File: src/rtl/bbpg_pkg.sv
// Shared types, constants and the duty scale function of the buzzer burst generator.
`default_nettype none

package bbpg_pkg;

  localparam int COUNT_WIDTH_DEF = 17;

  localparam int REPEAT_W = 16;
  localparam int PERIOD_W = 17;
  localparam int DUTY_W   = 7;

  localparam logic [31:0] PERIOD_LIMIT = 32'd100000;
  localparam logic [31:0] PERCENT_FULL = 32'd100;

  // floor(x / 100) == (x * RECIP_MUL) >> RECIP_SHIFT for every x below 2^25
  localparam int          RECIP_SHIFT = 31;
  localparam logic [31:0] RECIP_MUL   = 32'd21474837;

  localparam logic OP_TICK  = 1'b0;
  localparam logic OP_START = 1'b1;

  typedef enum logic [2:0] {
    PH_IDLE  = 3'd0,
    PH_START = 3'd1,
    PH_ON    = 3'd2,
    PH_OFF   = 3'd3,
    PH_END   = 3'd4
  } phase_e;

  typedef struct packed {
    logic buzzer_level;
    logic busy;
  } seq_status_t;

  // Duty percent (already clamped to 100) times the reciprocal of 100.
  function automatic logic [31:0] duty_scale(input logic [DUTY_W-1:0] pct);
    logic [31:0] prod;
    prod = 32'(32'(pct) * RECIP_MUL);
    return prod;
  endfunction

endpackage

`default_nettype wire

File: src/rtl/bbpg_sequencer.sv
// Five-phase burst sequencer with repeat and tick counters and the pin level.
`default_nettype none

module bbpg_sequencer #(
  parameter int COUNT_WIDTH = bbpg_pkg::COUNT_WIDTH_DEF
) (
  input  wire logic                              clk_i,
  input  wire logic                              rst_ni,
  input  wire logic                              step_i,
  input  wire logic                              op_i,
  input  wire logic [bbpg_pkg::REPEAT_W-1:0]     repeat_count_i,
  input  wire logic [COUNT_WIDTH-1:0]            on_len_i,
  input  wire logic [COUNT_WIDTH-1:0]            off_len_i,
  output bbpg_pkg::seq_status_t                  status_o
);

  localparam logic [COUNT_WIDTH-1:0] CntOne = COUNT_WIDTH'(1);

  bbpg_pkg::phase_e                  phase_q, phase_d;
  logic [bbpg_pkg::REPEAT_W-1:0]     repeats_q, repeats_d;
  logic [COUNT_WIDTH-1:0]            tick_cnt_q, tick_cnt_d;
  logic [COUNT_WIDTH-1:0]            on_len_q, on_len_d;
  logic [COUNT_WIDTH-1:0]            off_len_q, off_len_d;
  logic                              pin_q, pin_d;

  always_comb begin
    phase_d    = phase_q;
    repeats_d  = repeats_q;
    tick_cnt_d = tick_cnt_q;
    on_len_d   = on_len_q;
    off_len_d  = off_len_q;
    pin_d      = pin_q;
    if (step_i) begin
      if (op_i == bbpg_pkg::OP_START) begin
        // zero count leaves everything alone
        if (repeat_count_i != '0) begin
          repeats_d = repeat_count_i;
          on_len_d  = on_len_i;
          off_len_d = off_len_i;
          phase_d   = bbpg_pkg::PH_START;
        end
      end else begin
        case (phase_q)
          bbpg_pkg::PH_START: begin
            if (repeats_q != '0) begin
              repeats_d  = repeats_q - 16'd1;
              tick_cnt_d = on_len_q;
              phase_d    = bbpg_pkg::PH_ON;
            end else begin
              tick_cnt_d = '0;
              phase_d    = bbpg_pkg::PH_END;
            end
          end
          bbpg_pkg::PH_ON: begin
            if (tick_cnt_q != '0) begin
              tick_cnt_d = tick_cnt_q - CntOne;
              pin_d      = 1'b1;
            end else begin
              tick_cnt_d = off_len_q;
              phase_d    = bbpg_pkg::PH_OFF;
            end
          end
          bbpg_pkg::PH_OFF: begin
            if (tick_cnt_q != '0) begin
              tick_cnt_d = tick_cnt_q - CntOne;
              pin_d      = 1'b0;
            end else begin
              phase_d = bbpg_pkg::PH_START;
            end
          end
          bbpg_pkg::PH_END: begin
            pin_d   = 1'b0;
            phase_d = bbpg_pkg::PH_IDLE;
          end
          default: begin
          end
        endcase
      end
    end
  end

  always_comb begin
    status_o.buzzer_level = pin_q;
    status_o.busy         = (phase_q != bbpg_pkg::PH_IDLE);
  end

  always_ff @(posedge clk_i or negedge rst_ni) begin
    if (!rst_ni) begin
      phase_q    <= bbpg_pkg::PH_IDLE;
      repeats_q  <= '0;
      tick_cnt_q <= '0;
      on_len_q   <= '0;
      off_len_q  <= '0;
      pin_q      <= 1'b0;
    end else begin
      phase_q    <= phase_d;
      repeats_q  <= repeats_d;
      tick_cnt_q <= tick_cnt_d;
      on_len_q   <= on_len_d;
      off_len_q  <= off_len_d;
      pin_q      <= pin_d;
    end
  end

  a_start_arms: assert property (@(posedge clk_i) disable iff (!rst_ni)
    (step_i && op_i == bbpg_pkg::OP_START && repeat_count_i != '0)
    |=> (phase_q == bbpg_pkg::PH_START && repeats_q == $past(repeat_count_i)))
    else $error("start request did not arm the sequencer");

  a_end_silences: assert property (@(posedge clk_i) disable iff (!rst_ni)
    (step_i && op_i == bbpg_pkg::OP_TICK && phase_q == bbpg_pkg::PH_END)
    |=> (!pin_q && phase_q == bbpg_pkg::PH_IDLE))
    else $error("end phase left the buzzer on or did not go idle");

  a_hold_no_step: assert property (@(posedge clk_i) disable iff (!rst_ni)
    !step_i |=> ($stable(phase_q) && $stable(pin_q) && $stable(tick_cnt_q)))
    else $error("sequencer state moved without a request");

  a_on_counts: assert property (@(posedge clk_i) disable iff (!rst_ni)
    (step_i && op_i == bbpg_pkg::OP_TICK && phase_q == bbpg_pkg::PH_ON && tick_cnt_q != '0)
    |=> (pin_q && tick_cnt_q == $past(tick_cnt_q) - CntOne))
    else $error("on phase tick did not sound and count down");

endmodule

`default_nettype wire

File: config.mk
export PLATFORM = sky130hd
export DESIGN_NAME = bbpg_sequencer
export DESIGN_NICKNAME = d
export VERILOG_FILES = /design/src/rtl/bbpg_pkg.sv /design/src/rtl/bbpg_sequencer.sv
export SDC_FILE = /design/constraint.sdc
export NUM_CORES = 1
export LEC_CHECK = 0
export ABC_AREA = 1
export BUFFER_PORTS_ARGS = -buffer_cell sky130_fd_sc_hd__buf_4
export CAP_MARGIN = 20
export CORE_ASPECT_RATIO = 1.2
export CORE_UTILIZATION = 46
export CTS_CLUSTER_DIAMETER = 200
export DETAILED_ROUTE_END_ITERATION = 7
export PLACE_DENSITY = 0.7
export SETUP_SLACK_MARGIN = 0.5
export SYNTH_ARGS = -nofsm -noshare
export SYNTH_HDL_FRONTEND = slang
export SYNTH_SLANG_ARGS = --single-unit
File: constraint.sdc
create_clock -name clk_i -period 1.6 [get_ports clk_i]
set_clock_uncertainty 0.1 [all_clocks]
set_input_delay 0.32 -clock clk_i [delete_from_list [all_inputs] [get_ports clk_i]]
set_output_delay 0.32 -clock clk_i [all_outputs]
set_load 0.01 [all_outputs]
==> key figures <==
Drt
  – Initial drt markers: 421
  – Routed Antenna Nets: 0
  – Drt first pass iters: 5
  – WL final: 15900 um
  – Via count: 5165
  – Post-DR wirelength/cell: 16.9 um
  – Via density: 5.46
  – DRC: 0

Placed design
  – Final HPWL DP: 8860 um
  – Placed cells: 890
  – Input/output buffers: 55
  – GP Congestion: 0.865
  – Post-DP Area: 5690 um2

CTS
  – Longest Clk Path Bufs: 2
  – CTS Root Cell: clkbuf_16
  – CTS sink count: 71
  – CTS buffer count: 9
  – Worst-Skew Late Latency: 0.36 ns
  – Clock transition at path regs: 0.06 ns
  – CTS tree: done
  – Depth of the CTS H-tree: 3

Yosys
  – Synth Instances: 651
  – Synth Register Bits: 71
  – Mapped Area: 4470 um2
  – Post-synth top area cell: dfrtp_1
  – Synth area leaders: dfrtp_1 (40%), nand2_1 (17%), nor2_1 (8.5%)
  – Yosys top cell area share: 0.398
  – Synth Warn #: 0
  – Mean Syn Cell Area: 6.86 um2
  – Seq/Total Area, Yosys: 0.398
  – Synth Net Count: 708
  – Library cells used by synthesis: 32

GRT
  – Largest net degree at the start of global routing: 32
  – Vias in the first global route: 4998
  – First-pass GRT wire length: 23500 um
  – Total congestion overflow: 0
  – Total GRT Usage: 0.305
  – Initial antenna violation count: 0

Timing
  – Fin. max-slew vios: 0
  – Final-report hold violation count: 0
  – Final min period: 1.81 ns
  – RSZ-0062 raised after global routing: yes
  – Setup violations, final: 38
  – Worst Max-Slew Pin Slew: 0.399 ns
  – Final period utilization: 1.13
  – Final worst setup slack: -0.213 ns
  – F_max: 551 MHz
  – Slew headroom: 0.731

Worst setup path
  – FF-to-FF path depth: 13
  – Req. time, crit path: 1.78 ns
  – FF-to-FF Start: tick_cnt_q[0]
  – RR Endpoint: tick_cnt_q[14]
  – Setup crit end kind: flip-flop
  – Worst Path Arrival: 1.99 ns
  – FF-to-FF setup slack: -0.21 ns
  – Startpoint Class: flip-flop
  – CP Class: flip-flop to flip-flop
  – CP startpoint: tick_cnt_q[0]
  – Crit-path max FO: 5

Run status
  – Status: complete, but fails checks
  – Failing checks: setup timing

Cells and area
  – Register area: 1780 um2
  – Post-layout nets: 875
  – Fillers: 621
  – Cell area after layout: 7220 um2
  – Area grow syn2layout: 61.6%
  – Share of cells above drive strength 1: 0.428
  – Antenna cell count: 0
  – Utilization after layout: 0.763
  – Fin cells: 946
  – Multi-input gate area: 2880 um2

Hold path
  – Min-delay src: off_len_i[16]
  – Worst min-delay path endpoint: off_len_q[16]
  – Worst hold path type: primary input to flip-flop
  – Hold Path Depth: 3

Floorplanning
  – Initial Utilization: 0.472
  – Die Ht: 110 um
  – Die area: 10100 um2
  – Io pins: 56
  – Core ar.: 9470 um2
  – Die width: 92.0 um
  – Num rows: 39

Flow run
  – Max_cap viols: 0

Pwr
  – Pwr per Cell Area: 1470 nW/um2
  – Leakage power: 3.64 nW
  – Peak supply drop: 0.742 mV
  – Pwr Total: 10.6 mW
[cells by family (layout without fill, tap and decap cells)]
kind of cell | Yosys count | after routing | share of synthesized area
AO/OA/AOI/OAI | 87 | 87 | 0.104
adder cells (fa/ha/maj) | 3 | 3 | 0.00840
flip-flops | 71 | 71 | 0.398
AND/OR/NAND/NOR | 372 | 374 | 0.357
XOR/XNOR | 15 | 15 | 0.0294
buffers and inverters | 103 | 273 | 0.103
[power by group]
| group | internal, mW | leakage, nW | switching [mW] |
|---|---|---|---|
| clock network | 1.38 | 0.149 | 0.886 |
| logic | 2.59 | 2.63 | 3.04 |
| registers | 2.28 | 0.860 | 0.432 |
| total | 6.25 | 3.64 | 4.36 |
[worst max-delay path, cell delays in order, from the launching register on]
cell     delay [ns]
dfrtp_1        0.39
inv_2          0.11
ha_4           0.14
inv_2          0.04
nor2_4         0.09
nand2_2        0.07
nor2_4         0.17
buf_6          0.15
nand3_4        0.10
nor2_1         0.14
nor2_1         0.05
nand3_1        0.07
nand2_1        0.06
nand2_1        0.08
[metal layers]
metal | track usage | vias to the layer above | share of wire
li1 | - | 2360 | -
met1 | 0.359 | 2453 | 0.38
met5 | 0 | - | 0
met4 | 0.185 | 0 | 0.052
met3 | 0.0498 | 78 | 0.069
met2 | 0.526 | 274 | 0.50
[sequential cells by signal, indices dropped and copies added (netlist names)]
signal / cells
off_len_q: 17
on_len_q: 17
tick_cnt_q: 17
repeats_q: 16
phase_q: 3
pin_q: 1
[Yosys cell counts]
library cell,count
nand2_1,201
nor2_1,101
inv_1,74
dfrtp_1,71
nand3_1,43
o21ai_0,38
a21oi_1,36
buf_2,8
xnor2_1,8
nor2_2,7
o21ai_2,7
xor2_1,7
buf_6,6
buf_4,5
clkbuf_1,5
nand2_2,5
o21ai_1,4
ha_1,3
nand3_2,3
nor2_4,3
buf_1,2
inv_2,2
nand2_4,2
nand4_1,2
a21o_1,1
and2_1,1
clkinv_1,1
nand3_4,1
nand3b_1,1
nand4_4,1
nor2_8,1
o211ai_1,1
[placed cells by master, fill, tap and decap left out, drive strengths merged, types with 2 or more instances in the layout]
cell type,n
xnor2,8
buf,177
nor2,113
nand2,208
o21ai,49
xor2,7
clkinvlp,2
a21oi,36
nand4,3
nand3,48
dfrtp,71
bufinv,2
clkinv,2
clkbuf,12
ha,3
inv,77
[cell type report]
| class | count | share of cell area |
|---|---|---|
| multi-input cells | 479 | 0.398 |
| repair buffers | 180 | 0.249 |
| flip-flops and latches | 71 | 0.246 |
| inverters | 77 | 0.0407 |
| clock buffers | 10 | 0.0317 |
| well taps | 123 | 0.0213 |
| clock inverters | 6 | 0.0128 |
[per-stage QoR]
stage | setup WS [ns] | TNS (ns) | hold slack, ns
final | -0.213 | -5.85 | 0.111
after global routing | -0.281 | -8.04 | 0.125
after CTS | -0.136 | -2.86 | 0.110
after detailed placement | -0.177 | -4.40 | 0.202
after global placement | -0.151 | -3.86 | 0.201
after floorplan | -0.0909 | -1.32 | -0.0756
[repair_timing]
action	4_1_cts	5_1_grt
pin swaps	15	14
setup buffers	19	7
setup endpoints to repair	73	116
cloned	10	3
gates resized for setup	124	62
hold buffers	1	0
endpoints found under the hold margin	28	0
[how the worst max path moves through the flow]
stage / end / slack [ns]
detailed placement: tick_cnt_q[3] / -0.18
global route: tick_cnt_q[14] / -0.28
finish: tick_cnt_q[14] / -0.21
CTS: tick_cnt_q[12] / -0.14
floorplan: tick_cnt_q[7] / -0.09
global placement: tick_cnt_q[4] / -0.15
No activity file was read; power rests on OpenSTA's default activity.
